--- config.mk ---
export PLATFORM = sky130hd
export DESIGN_NAME = sps_queue
export DESIGN_NICKNAME = d
export VERILOG_FILES = /design/src/rtl/core/sps_pkg.sv /design/src/rtl/core/sps_queue.sv
export SDC_FILE = /design/constraint.sdc
export NUM_CORES = 1
export LEC_CHECK = 0
export BUFFER_PORTS_ARGS = -buffer_cell sky130_fd_sc_hd__buf_2
export CAP_MARGIN = 20
export CORE_ASPECT_RATIO = 1.5
export CORE_UTILIZATION = 30
export CTS_BUF_LIST = sky130_fd_sc_hd__clkbuf_8
export CTS_CLUSTER_SIZE = 8
export DETAILED_ROUTE_END_ITERATION = 12
export PLACE_DENSITY = 0.47
export SLEW_MARGIN = 30
export SYNTH_ARGS = -nofsm -noshare
export SYNTH_HDL_FRONTEND = slang
export SYNTH_SLANG_ARGS = --single-unit
--- constraint.sdc ---
create_clock -name clk_i -period 3.1 [get_ports clk_i]
set_clock_uncertainty 0.1 [all_clocks]
set_input_delay 0.155 -clock clk_i [delete_from_list [all_inputs] [get_ports clk_i]]
set_output_delay 0.155 -clock clk_i [all_outputs]
set_load 0.01 [all_outputs]
--- src/rtl/core/sps_pkg.sv ---
// shared types and constants for the packed 2bpp nearest scaler
// no dependencies
package sps_pkg;

  localparam int unsigned ImageBytes = 49152;
  localparam int unsigned AddrW      = 16;
  localparam int unsigned SampW      = 18;
  localparam int unsigned DivSteps   = 10;
  localparam int unsigned QueueDepth = 4;
  localparam int unsigned QPtrW      = 2;

  typedef enum logic [0:0] {
    KIND_WRITE   = 1'b0,
    KIND_REQUEST = 1'b1
  } kind_e;

  typedef enum logic [1:0] {
    ST_OK        = 2'd0,
    ST_BAD_IMAGE = 2'd1,
    ST_OUTSIDE   = 2'd2,
    ST_UNUSED    = 2'd3
  } status_e;

  typedef enum logic [2:0] {
    REG_SRC_WIDTH  = 3'd0,
    REG_SRC_HEIGHT = 3'd1,
    REG_ROW_BYTES  = 3'd2,
    REG_DST_WIDTH  = 3'd3,
    REG_DST_HEIGHT = 3'd4,
    REG_ORIGIN_X   = 3'd5,
    REG_ORIGIN_Y   = 3'd6,
    REG_NONE       = 3'd7
  } reg_idx_e;

  typedef struct packed {
    logic [8:0]  src_width;
    logic [9:0]  src_height;
    logic [6:0]  row_bytes;
    logic [10:0] dst_width;
    logic [10:0] dst_height;
    logic [9:0]  origin_x;
    logic [9:0]  origin_y;
  } cfg_t;

  // queue entry between front and back
  typedef struct packed {
    kind_e             kind;
    logic [AddrW-1:0]  byte_address;
    logic [7:0]        byte_value;
    logic [9:0]        out_col;
    logic [9:0]        out_row;
    status_e           status;
    logic [18:0]       num_x;
    logic [19:0]       num_y;
  } entry_t;

  // divider stage contents
  typedef struct packed {
    kind_e               kind;
    logic [AddrW-1:0]    byte_address;
    logic [7:0]          byte_value;
    logic [9:0]          out_col;
    logic [9:0]          out_row;
    status_e             status;
    logic [18:0]         rem_x;
    logic [19:0]         rem_y;
    logic [DivSteps-1:0] qx;
    logic [DivSteps-1:0] qy;
  } div_t;

endpackage

--- src/rtl/core/sps_queue.sv ---
// short queue between front and back
// depends on sps_pkg
module sps_queue (
  input  logic            clk_i,
  input  logic            rst_ni,
  input  logic            push_i,
  input  sps_pkg::entry_t entry_i,
  output logic            full_o,
  input  logic            pop_i,
  output logic            empty_o,
  output sps_pkg::entry_t entry_o
);

  sps_pkg::entry_t                  mem_q [sps_pkg::QueueDepth];
  logic [sps_pkg::QPtrW-1:0]        wr_q, wr_d, rd_q, rd_d;
  logic [sps_pkg::QPtrW:0]          cnt_q, cnt_d;
  logic                             do_pop;

  assign full_o  = (cnt_q == (sps_pkg::QPtrW+1)'(sps_pkg::QueueDepth));
  assign empty_o = (cnt_q == '0);
  assign entry_o = mem_q[rd_q];
  assign do_pop  = pop_i && !empty_o;

  always_comb begin
    wr_d  = push_i ? wr_q + 1'b1 : wr_q;
    rd_d  = do_pop ? rd_q + 1'b1 : rd_q;
    cnt_d = cnt_q + (sps_pkg::QPtrW+1)'(push_i) - (sps_pkg::QPtrW+1)'(do_pop);
  end

  always_ff @(posedge clk_i or negedge rst_ni) begin
    if (!rst_ni) begin
      wr_q  <= '0;
      rd_q  <= '0;
      cnt_q <= '0;
    end else begin
      wr_q  <= wr_d;
      rd_q  <= rd_d;
      cnt_q <= cnt_d;
    end
  end

  always_ff @(posedge clk_i) begin
    if (push_i) begin
      mem_q[wr_q] <= entry_i;
    end
  end

endmodule

* After elaboration in Yosys (flattened, before gate mapping)
Memories as Yosys holds them, arrays and structs flattened. Index checks and enable logic that the tools add are counted.
Storage, ports and cells: output and inout port bits 88, word-level logic and storage cells 14, bits in writable memories 344, memories kept 1, register bits after elaboration 7
Memory list:
- mem_q | words 4, bits a word 86, read ports 1, clocked after memory_dff 0, write ports 1, RTL line sps_queue.sv:14 | sps_pkg::entry_t mem_q [sps_pkg::QueueDepth];
Cells by class: reduce and logical (&&, ||, !) cells 3, equality and inequality tests 1, mux-type cells 2, $add $sub $neg 4
Operator list (count):
- adder 2 x 1 -> 2 bit (second input constant) | 2
- adder 3 x 1 -> 3 bit | 1
- equality test 3 bit (second input constant) | 1
- zero test 3 bit | 1
- subtractor 3 x 1 -> 3 bit | 1
- 2-to-1 mux 1 bit | 2
- logical AND 1 bit | 1
- zero test 1 bit | 1

* Depth between registers and ports, before layout
depth after elaboration 4, mapped depth 9, mapped depth without buffers 9

* Least setup slack after synthesis
Ideal clock, no wire load.
kind register to register, start point register wr_q[0] (netlist bit), end point memory mem_q[2][0] (netlist bit) (enable), slack -72 ps, stages on the path, launching flop included 4, data required time 2546 ps, arrival time 2618 ps, setup time 454 ps, period minus slack after synthesis 3172 ps, path buffers 0, path through dfrtp_1 -> inv_1 -> ha_1 -> and2_1
RTL lines:
- start: declaration | RTL line sps_queue.sv:15 | logic [sps_pkg::QPtrW-1:0] wr_q, wr_d, rd_q, rd_d;
- start signal: assignment | RTL line sps_queue.sv:36 | wr_q <= wr_d;
- end: declaration | RTL line sps_queue.sv:14
No word-level cell before the write port.

==> summary.txt <==
Placed design
  – DP Wirelength: 16,200 um
  – PortBufs: 177
  – GP Congestion: 0.697

Final layout
  – Fillers: 3,800
  – Area grow syn2layout: 28.3%
  – Multi-input gate area: 0.00215 mm^2
  – Share of layout cells above drive strength 1: 41.6%
  – Register area: 0.0105 mm^2
  – Nets: 902
  – Fin util: 39.1%

Route
  – Antenna Nets Post-Route: 0
  – # DRC: 0
  – Iteration count of the initial detailed-routing pass: 4
  – Initial DRC Count: 279
  – Vias: 6,158
  – Post-Route WL: 27,500 um
  – Avg WL per Cell: 19.5 um
  – Vias/cell: 4.37

Critical path
  – Critical path required time: 2.84 ns
  – Buffers and inverters on the worst path: 2
  – Crit Path Category: flop to primary output
  – Crit-path slowest cell: dfrtp_4
  – Max FO, Critical Path: 26
  – Crit end category: primary output
  – Cells along the critical path: buf_12 > mux4_2 > buf_2
  – Worst EP arrival: 2.45 ns
  – Crit-path max cell delay: 0.79 ns
  – Element type at the critical path start: flop
  – CP delay by family, top: flip-flops

Floorplan
  – Die width: 171 um
  – # IOs: 178
  – Initial Utilization: 30.5%
  – DIE HEIGHT: 255 um
  – Std cell rows: 92
  – Die area: 0.0436 mm^2
  – Core area: 0.0420 mm^2

Logic synthesis
  – Largest family of logic cells by synthesized area: multiplexers
  – Fraction of registers with async set/reset: 1.99%
  – Mapped Nets: 583
  – Synth Area in XOR/XNOR: 0.342%
  – Largest cells by area after synthesis: edfxtp_1 81%, mux4_2 15%, dfrtp_1 1.4%
  – Distinct cells, synth: 21
  – Adder-Cell Fraction of Synth Area: 0.742%
  – Leading area contributor after synthesis: edfxtp_1
  – Compound-cell area share of the yosys netlist: 0.166%
  – Synth top cells by count: 344 x edfxtp_1, 86 x mux4_2, 8 x buf_2
  – Number of synthesized register bits: 351
  – Multiplexer area fraction after synthesis: 15.1%
  – Post-synthesis sequential area ratio: 82.0%
  – Count of flip-flops with a built-in enable after synthesis: 344
  – Main synth FF type: edfxtp_1
  – Area fraction in and, or, nand and nor cells after synthesis: 0.322%
  – Yosys top cell area share: 80.6%
  – Most numerous cell in the Yosys netlist: edfxtp_1
  – Post-Syn Instances: 486
  – Synthesized cell area: 0.0128 mm^2
  – Synthesized area per cell: 26.4 um^2
  – Ys Warns: 0

Power
  – Power per cell area: 888 mW/mm^2
  – Comb power frac: 29.1%
  – Flop pwr share: 45.2%
  – Sw Ratio: 29.8%
  – P_leak: 0.00569 uW
  – Int Pwr: 10,200 uW
  – Clock power frac: 25.7%
  – Overall Power: 14,600 uW
  – NetSw: 4340 uW
  – Worst IR Drop VDD: 0.000393 V

Timing
  – Final worst path period need: 2.70 ns
  – Crit share post-route: 87.2%
  – FMAX: 0.370 GHz
  – Hold_ws: 0.207 ns
  – Setup violators final: 0
  – RSZ-0062 raised after global routing: no
  – Slew Viols, Final: 0
  – Max transition margin: 61.2%
  – Final setup TNS: 0 ns
  – Final Hold Violating Endpoints: 0
  – Actual slew at the worst max-slew pin: 0.582 ns

Clock tree
  – TritonCTS clock tree: yes
  – Root Buffer: clkbuf_8
  – # H-tree levels: 2
  – Total clock buffers created by CTS: 56
  – Worst-Skew Late Latency: 0.59 ns
  – Clock sinks: 351
  – Clock Path Buffers: 3
  – Post-CTS Setup Inserts: 0
  – Clock-pin transition on the worst setup and hold timing paths: 0.06 ns

Status
  – Outcome: complete, no violations

Flow run
  – Max Cap Violations: 0

GRT
  – Largest net degree at the start of global routing: 47
  – GRT Util Overall: 12.9%
  – Initial antenna violation count: 5
  – Total gr overflow: 0
  – Number of global-route vias before repair: 7,085
  – First-pass GRT wire length: 41,100 um

Worst hold path
  – Type of the worst min-delay path: primary input to flop
## worst register-to-register path, delay by kind of cell (launching register included)
family                   cells  cell delay [ns]
AO/OA/AOI/OAI                1             0.40
buffers and inverters        3             0.20
adder cells (fa/ha/maj)      3             0.82
XOR/XNOR                     2             0.34
flip-flops                   1             0.45
## power by group through the flow
stage / clock network (uW) / registers (uW) / logic [uW]
finish: 3740 / 6600 / 4250
global route: 4040 / 6690 / 4630
CTS: 3900 / 6630 / 4430
detailed placement: 0 / 6720 / 4320
global placement: 0 / 6650 / 4290
floorplan: 0 / 6470 / 2790
## metrics by stage
step / area, um^2 / instances / setup slack, ns
after floorplan: 12800 / 486 / 0.0173
after global routing: 16400 / 1409 / 0.216
after detailed placement: 14500 / 1221 / 0.748
final: 16400 / 1409 / 0.396
after CTS: 16400 / 1406 / 0.227
after global placement: 14500 / 1221 / 0.773
## path summary, 6_finish.rpt
path	cells after the start	endpoint	start	slack [ns]
setup / recovery	3	entry_o[38]	rd_q[0]$_DFFE_PN0P_	0.40
hold / removal	2	mem_q[3][30]$_DFFE_PP_	entry_i[30]	0.21
setup reg to reg	9	cnt_q[2]$_DFF_PN0_	cnt_q[1]$_DFF_PN0_	0.73
hold reg to reg	1	wr_q[0]$_DFFE_PN0P_	wr_q[0]$_DFFE_PN0P_	0.45
max in group asynchronous	3	rd_q[0]$_DFFE_PN0P_	rst_ni	2.19
min in group asynchronous	3	cnt_q[0]$_DFF_PN0_	rst_ni	0.42
## per-layer routing
layer	vias to the layer above	GRT usage, %	part of all wire, %
met4	4	5.87	3.3
li1	2736	-	-
met1	3199	13.5	36
met2	150	24.3	56
met3	69	2.71	4.4
met5	-	0	0.080
## area by class of cell
class / count / share of cell area (%)
sequential: 351 / 64.0
multi-input combinational: 108 / 13.1
timing repair buffer: 281 / 12.1
clock buffer: 60 / 5.02
tap: 564 / 4.29
clock inverter: 35 / 1.34
inverter: 7 / 0.160
antenna: 3 / 0.0457
## cell families after synthesis
kind of cell	after synthesis
muxes	86
xor gates and xnor gates	5
DFF	351
adders and majority gates	7
buffers and inverters	27
and+or+nand+nor	7
AOI/OAI and AO/OA	3
## registers in the layout, indices dropped and copies added, names as in the netlist
name   flops
wr_q       2
cnt_q      3
mem_q    344
rd_q       2
## placed cells by master (no fill, tap or decap), types with 6 or more instances in the layout
cell	n
edfxtp_1	344
buf_2	177
dlygate4sd3_1	90
mux4_2	86
clkbuf_8	60
inv_1	26
clkinv_1	9
buf_12	8
ha_1	6
buf_4	6
## repair_timing
action | CTS | global route
hold endpoints to repair | 360 | 0
resized for setup | 0 | 0
hold buffers | 90 | 0
(Power assumes the default switching activity.)
