### src/rtl/core/sps_pkg.sv
// shared types and constants for the packed 2bpp nearest scaler
// no dependencies
package sps_pkg;

  localparam int unsigned ImageBytes = 49152;
  localparam int unsigned AddrW      = 16;
  localparam int unsigned SampW      = 18;
  localparam int unsigned DivSteps   = 10;
  localparam int unsigned QueueDepth = 4;
  localparam int unsigned QPtrW      = 2;

  typedef enum logic [0:0] {
    KIND_WRITE   = 1'b0,
    KIND_REQUEST = 1'b1
  } kind_e;

  typedef enum logic [1:0] {
    ST_OK        = 2'd0,
    ST_BAD_IMAGE = 2'd1,
    ST_OUTSIDE   = 2'd2,
    ST_UNUSED    = 2'd3
  } status_e;

  typedef enum logic [2:0] {
    REG_SRC_WIDTH  = 3'd0,
    REG_SRC_HEIGHT = 3'd1,
    REG_ROW_BYTES  = 3'd2,
    REG_DST_WIDTH  = 3'd3,
    REG_DST_HEIGHT = 3'd4,
    REG_ORIGIN_X   = 3'd5,
    REG_ORIGIN_Y   = 3'd6,
    REG_NONE       = 3'd7
  } reg_idx_e;

  typedef struct packed {
    logic [8:0]  src_width;
    logic [9:0]  src_height;
    logic [6:0]  row_bytes;
    logic [10:0] dst_width;
    logic [10:0] dst_height;
    logic [9:0]  origin_x;
    logic [9:0]  origin_y;
  } cfg_t;

  // queue entry between front and back
  typedef struct packed {
    kind_e             kind;
    logic [AddrW-1:0]  byte_address;
    logic [7:0]        byte_value;
    logic [9:0]        out_col;
    logic [9:0]        out_row;
    status_e           status;
    logic [18:0]       num_x;
    logic [19:0]       num_y;
  } entry_t;

  // divider stage contents
  typedef struct packed {
    kind_e               kind;
    logic [AddrW-1:0]    byte_address;
    logic [7:0]          byte_value;
    logic [9:0]          out_col;
    logic [9:0]          out_row;
    status_e             status;
    logic [18:0]         rem_x;
    logic [19:0]         rem_y;
    logic [DivSteps-1:0] qx;
    logic [DivSteps-1:0] qy;
  } div_t;

endpackage

### src/rtl/core/sps_front.sv
// front part: accepts beats, classifies them and forms the scaling products
// depends on sps_pkg
module sps_front (
  input  logic            clk_i,
  input  logic            rst_ni,
  input  sps_pkg::cfg_t   cfg_i,
  input  logic            in_valid_i,
  output logic            in_stall_o,
  input  logic            kind_i,
  input  logic [15:0]     byte_address_i,
  input  logic [7:0]      byte_value_i,
  input  logic [9:0]      out_col_i,
  input  logic [9:0]      out_row_i,
  output logic            push_o,
  output sps_pkg::entry_t entry_o,
  input  logic            full_i
);

  logic            valid_q, valid_d;
  sps_pkg::entry_t entry_q, entry_d;
  logic [16:0]     total;
  logic            bad_image;
  logic            outside;
  logic            load;

  assign in_stall_o = valid_q && full_i;
  assign load       = !in_stall_o;
  assign push_o     = valid_q && !full_i;
  assign entry_o    = entry_q;

  always_comb begin
    total     = 17'(cfg_i.row_bytes) * 17'(cfg_i.src_height);
    bad_image = (cfg_i.row_bytes == '0) || (total == '0) ||
                (total > 17'(sps_pkg::ImageBytes));
    outside   = ({1'b0, out_col_i} >= cfg_i.dst_width) ||
                ({1'b0, out_row_i} >= cfg_i.dst_height);
    entry_d.kind         = sps_pkg::kind_e'(kind_i);
    entry_d.byte_address = byte_address_i;
    entry_d.byte_value   = byte_value_i;
    entry_d.out_col      = out_col_i;
    entry_d.out_row      = out_row_i;
    priority if (bad_image) begin
      entry_d.status = sps_pkg::ST_BAD_IMAGE;
    end else if (outside) begin
      entry_d.status = sps_pkg::ST_OUTSIDE;
    end else begin
      entry_d.status = sps_pkg::ST_OK;
    end
    entry_d.num_x = 19'(out_col_i) * 19'(cfg_i.src_width);
    entry_d.num_y = 20'(out_row_i) * 20'(cfg_i.src_height);
    valid_d = load ? in_valid_i : valid_q;
  end

  always_ff @(posedge clk_i or negedge rst_ni) begin
    if (!rst_ni) begin
      valid_q <= 1'b0;
    end else begin
      valid_q <= valid_d;
    end
  end

  always_ff @(posedge clk_i) begin
    if (load && in_valid_i) begin
      entry_q <= entry_d;
    end
  end

endmodule

### config.mk
export PLATFORM = sky130hd
export DESIGN_NAME = sps_front
export DESIGN_NICKNAME = d
export VERILOG_FILES = /design/src/rtl/core/sps_pkg.sv /design/src/rtl/core/sps_front.sv
export SDC_FILE = /design/constraint.sdc
export NUM_CORES = 1
export LEC_CHECK = 0
export ABC_AREA = 1
export BUFFER_PORTS_ARGS = -buffer_cell sky130_fd_sc_hd__buf_4
export CELL_PAD_IN_SITES_DETAIL_PLACEMENT = 0
export CELL_PAD_IN_SITES_GLOBAL_PLACEMENT = 1
export CORE_ASPECT_RATIO = 0.75
export CORE_MARGIN = 4
export CORE_UTILIZATION = 47
export DETAILED_ROUTE_END_ITERATION = 8
export PLACE_DENSITY = 0.95
export SYNTH_ARGS = -nofsm -noshare
export SYNTH_HDL_FRONTEND = slang
export SYNTH_SLANG_ARGS = --single-unit
### constraint.sdc
create_clock -name clk_i -period 7.2 [get_ports clk_i]
set_clock_uncertainty 0.1 [all_clocks]
set_input_delay 1.8 -clock clk_i [delete_from_list [all_inputs] [get_ports clk_i]]
set_output_delay 1.8 -clock clk_i [all_outputs]
set_load 0.005 [all_outputs]
Word level (Yosys, flattened, before mapping)
Index checks and enable logic that the tools add are counted.
{"block": "word_totals", "register_bits": 87, "input_bits": 117, "output_inout_bits": 88}
{"block": "classes", "n_mul": 3, "magnitude_cmp": 3, "n_mux": 1, "reduce_logical": 10}
{"operator": "10-bit by 11-bit >= comparator with 1-bit output", "count": 2}
{"operator": "10-bit by 10-bit multiplier with 20-bit output", "count": 1}
{"operator": "10-bit by 9-bit multiplier with 19-bit output", "count": 1}
{"operator": "17-bit by 16-bit > comparator with 1-bit output (second input constant)", "count": 1}
{"operator": "17-bit zero test", "count": 1}
{"operator": "7-bit by 10-bit multiplier with 17-bit output", "count": 1}
{"operator": "7-bit zero test", "count": 1}
{"operator": "1-bit logical AND", "count": 3}
{"operator": "1-bit logical OR", "count": 3}
{"operator": "1-bit zero test", "count": 2}
{"operator": "2-bit two-way mux", "count": 1}

Depth between registers and ports, before layout
{"block": "depth", "depth_word": 4, "mapped_depth": 25, "mapped_depth_nobuf": 23}

Worst setup path before layout
No wires, ideal clock.
{"block": "synth_path", "path_kind": "input port to flip-flop", "startpoint": "input port cfg_i[50] in the netlist's numbering", "endpoint": "register entry_q, in the netlist entry_o[15], data pin", "setup_ns": 0.260, "arrival_ns": 5.930, "slack_ns": 0.910, "path_stages": 20, "n_path_buf": 2, "cell_sequence": "clkbuf_1 > clkbuf_1 > nand2_1 > fa_1 > fa_1 > inv_1 > ha_1 > inv_1 > fa_1 > inv_1 > fa_1 > ha_1 > a21oi_1 > o211ai_2 > nand2_1 > nand2_1 > a21o_1 > nand2_1 > nand2_1 > xor2_1"}
{"item": "from (decl)", "line": "sps_front.sv:6", "rtl": "input sps_pkg::cfg_t cfg_i,"}
{"item": "to (signal assigned)", "line": "sps_front.sv:64", "rtl": "entry_q <= entry_d;"}
{"item": "to (decl)", "line": "sps_front.sv:20", "rtl": "sps_pkg::entry_t entry_q, entry_d;"}

==> flow_summary_export.csv <==
group,metric,value,unit
outcome,outcome,"completed",
clocking,cts_tree,"yes",
synthesis,synth-edff-count,86,
place,gp_routability_congestion,0.9151,
global_route,grt_antenna_before_repair,0,
floorplan,coreArea,25090,sq um
floorplan,chipHeight,146.5,microns
final_layout,final_nets,1989,
setup_path,r2r_cells,4,
drt,wl_per_cell,14.76,microns
setup_path,worstPathRequired,7.19,ns
clocking,clkTransAtPathRegs,0.06,ns
setup_path,r2r_slack,4.66,ns
synthesis,synthCells,1426,
drt,vias_per_cell,5.011,
synthesis,synth.avg_cell_area,8.428,sq um
setup_path,regToRegStartpoint,"valid_q",
clocking,clk_latency,0.34,ns
setup_path,cp-end-kind,"register",
global_route,grt_max_degree,47,
floorplan,dieArea,28220,sq um
hold_path,min_from,"valid_q",
setup_path,reg2reg_to,"entry_o[31]",
clocking,cts_buffers,9,
timing,relSlewSlack,26.38,%
setup_path,startpoint_type,"primary input",
global_route,first_global_vias,9593,
clocking,cts_buffer_depth,2,
place,place.detailed.hpwl,23040,microns
final_layout,drive_above_1_share,13.89,%
final_layout,fin_cells,1908,
global_route,grt-ovfl-total,0,
flow_run,drv_cap,0,
timing,post-route-min-period,5.923,ns
setup_path,arrival,5.91,ns
synthesis,syn_area,12020,sq um
synthesis,synth_top_area_share,26.32,%
timing,setup_viol,0,
synthesis,syn_nets,1850,
clocking,cts_sinks,87,
final_layout,area_growth,15.65,%
timing,tns,0,ns
synthesis,yosysSeqAreaShare,21.69,%
clocking,cts_setup_buffers,0,
drt,drt_first_pass_iters,5,
hold_path,hold_end,"valid_q",
place,io_buffer_count,184,
floorplan,ios,205,
clocking,holdBufCountCts,0,
synthesis,yosys.area.top_type,"fa_1",
drt,ant_nets,0,
synthesis,yosysWarnings,0,
setup_path,critPathMaxFanout,17,
power_and_ir_drop,powerDensity,279.6,nW/um^2
power_and_ir_drop,irDropWorstVdd,0.1896,mV
synthesis,synth_flop_cell,"edfxtp_1",
global_route,grt_pass1_wl,46510,microns
timing,max_freq,0.1688,GHz
synthesis,ys_top_cells_by_area,"fa_1 26%, edfxtp_1 21%, ha_1 16%",
floorplan,initial_utilization,47.91,%
timing,rsz0062_at_grt,"false",
drt,vias,9561,
setup_path,cp-startpoint,"cfg_i[53]",
timing,final.period_utilization,82.26,%
drt,drt_iter0_drc,595,
timing,tightest_slew,1.102,ns
setup_path,critPathKind,"in -> reg",
drt,wl,28150,microns
clocking,root_buffer,"clkbuf_16",
timing,hold_viol_final,0,
drt,route.detailed.drc,0,
synthesis,ys_ff_latch,87,
power_and_ir_drop,power.leakage,7.871,nW
floorplan,die_w,192.7,microns
clocking,cts_resized,0,
global_route,grtUsageTotal,20.20,%
synthesis,ys_types,41,
timing,maxSlewViolCount,0,
place,placed_cells,1892,
hold_path,hp-class,"reg -> reg",
floorplan,num_rows,50,
hold_path,worstHoldPathCells,2,
final_layout,antenna_cells,0,
clocking,cts-htree-levels,3,
synthesis,synthArstFlopShare,1.149,%
[state kept, by name (all words and copies together) (netlist names)]
register and flops:
valid_q 1, entry_o 86
[final cells by class]
cell class	count	area, sq um
Sequential cell	87	2608
Inverter	351	1318
Tap cell	338	422.9
Timing Repair Buffer	185	1389
Clock inverter	6	53.80
Fill cell	2245	11190
Clock buffer	10	229.0
Multi-Input combinational cell	931	7880
[per-layer routing]
layer / vias to the layer above / GRT usage (%) / wire (microns)
li1: 4598 / - / -
met1: 4598 / 28.70 / 12830
met2: 337 / 32.45 / 12690
met3: 28 / 3.298 / 2185
met4: 0 / 4.918 / 456
met5: - / 0 / 0
[cells in the final DEF (no fill, tap or decap), types with 2 or more instances in the layout]
master | netlist | final
a211oi_1 | 3 | 3
a21o_1 | 2 | 2
a21oi_1 | 41 | 41
a31oi_1 | 5 | 5
buf_4 | 0 | 185
clkbuf_16 | 0 | 9
clkinv_4 | 0 | 2
edfxtp_1 | 86 | 86
fa_1 | 158 | 158
ha_1 | 149 | 149
inv_1 | 350 | 350
inv_6 | 0 | 2
nand2_1 | 392 | 392
nand2_2 | 5 | 5
nand3_1 | 40 | 40
nand3_2 | 3 | 3
nand4_1 | 16 | 16
nor2_1 | 37 | 36
nor2_2 | 3 | 3
nor2_4 | 1 | 2
nor3_1 | 5 | 5
nor4_1 | 3 | 3
o21a_1 | 2 | 2
o21ai_0 | 14 | 14
o21bai_1 | 5 | 5
xnor2_1 | 10 | 10
xor2_1 | 24 | 24
[synth_stat cells (2+ instances only)]
library cell / n
nor3_1: 5
o21bai_1: 5
fa_1: 158
o21a_1: 2
a31oi_1: 5
nor4_1: 3
nand4_1: 16
xnor2_1: 10
nor2_1: 37
a21oi_1: 41
o21ai_0: 14
clkbuf_1: 52
edfxtp_1: 86
ha_1: 149
nand3_2: 3
nand2_2: 5
nand3_1: 40
a211oi_1: 3
nand2_1: 392
buf_1: 4
nor2_2: 3
inv_1: 350
a21o_1: 2
xor2_1: 24
[stage by stage]
stage / instance area [sq um] / total power, mW / utilization (%) / setup WS (ns) / hold slack, ns
2_1_floorplan: 12020 / 2.718 / - / 0.9097 / 0.3593
3_3_place_gp: 13620 / 3.368 / 54.28 / 1.013 / 0.3889
3_5_place_dp: 13620 / 3.431 / 54.28 / 0.9465 / 0.4201
4_1_cts: 13900 / 3.900 / 55.41 / 1.308 / 0.4359
5_1_grt: 13900 / 4.333 / 55.41 / 1.025 / 0.4443
6_report: 13900 / 3.886 / 55.41 / 1.277 / 0.4259
[kinds of logic (layout without fill, tap and decap cells)]
group | Yosys count | count (layout) | share of synthesized area, %
simple gates | 510 | 510 | 17.33
buf+inv | 408 | 552 | 12.80
fa+ha+maj | 307 | 307 | 41.83
flops | 87 | 87 | 21.69
compound gates | 80 | 80 | 3.862
xor+xnor | 34 | 34 | 2.478
[critical path: stages]
cell and delay (ns):
buf_4 0.24, nand2_1 0.14, fa_1 0.52, fa_1 0.55, inv_1 0.05, fa_1 0.48
inv_1 0.05, fa_1 0.48, inv_1 0.04, ha_1 0.17, ha_1 0.38, a21oi_1 0.28
o21ai_0 0.13, a211oi_1 0.27, nand3_1 0.17, xor2_1 0.17
[report_power, final]
group          total (mW)  internal [mW]  leakage, nW  switching [mW]
registers           0.790          0.764        0.833          0.0263
logic                2.64           1.07         6.90            1.57
clock network       0.457          0.240        0.136           0.217
total                3.89           2.07         7.87            1.82
[worst max-delay path by stage]
stage                   to  cells after the start
2_1_floorplan  entry_o[15]                     20
3_5_place_dp   entry_o[19]                     16
5_1_grt        entry_o[19]                     16
6_report       entry_o[19]                     16
4_1_cts        entry_o[19]                     16
3_3_place_gp   entry_o[19]                     16
Power figures use the tool's default switching activity.
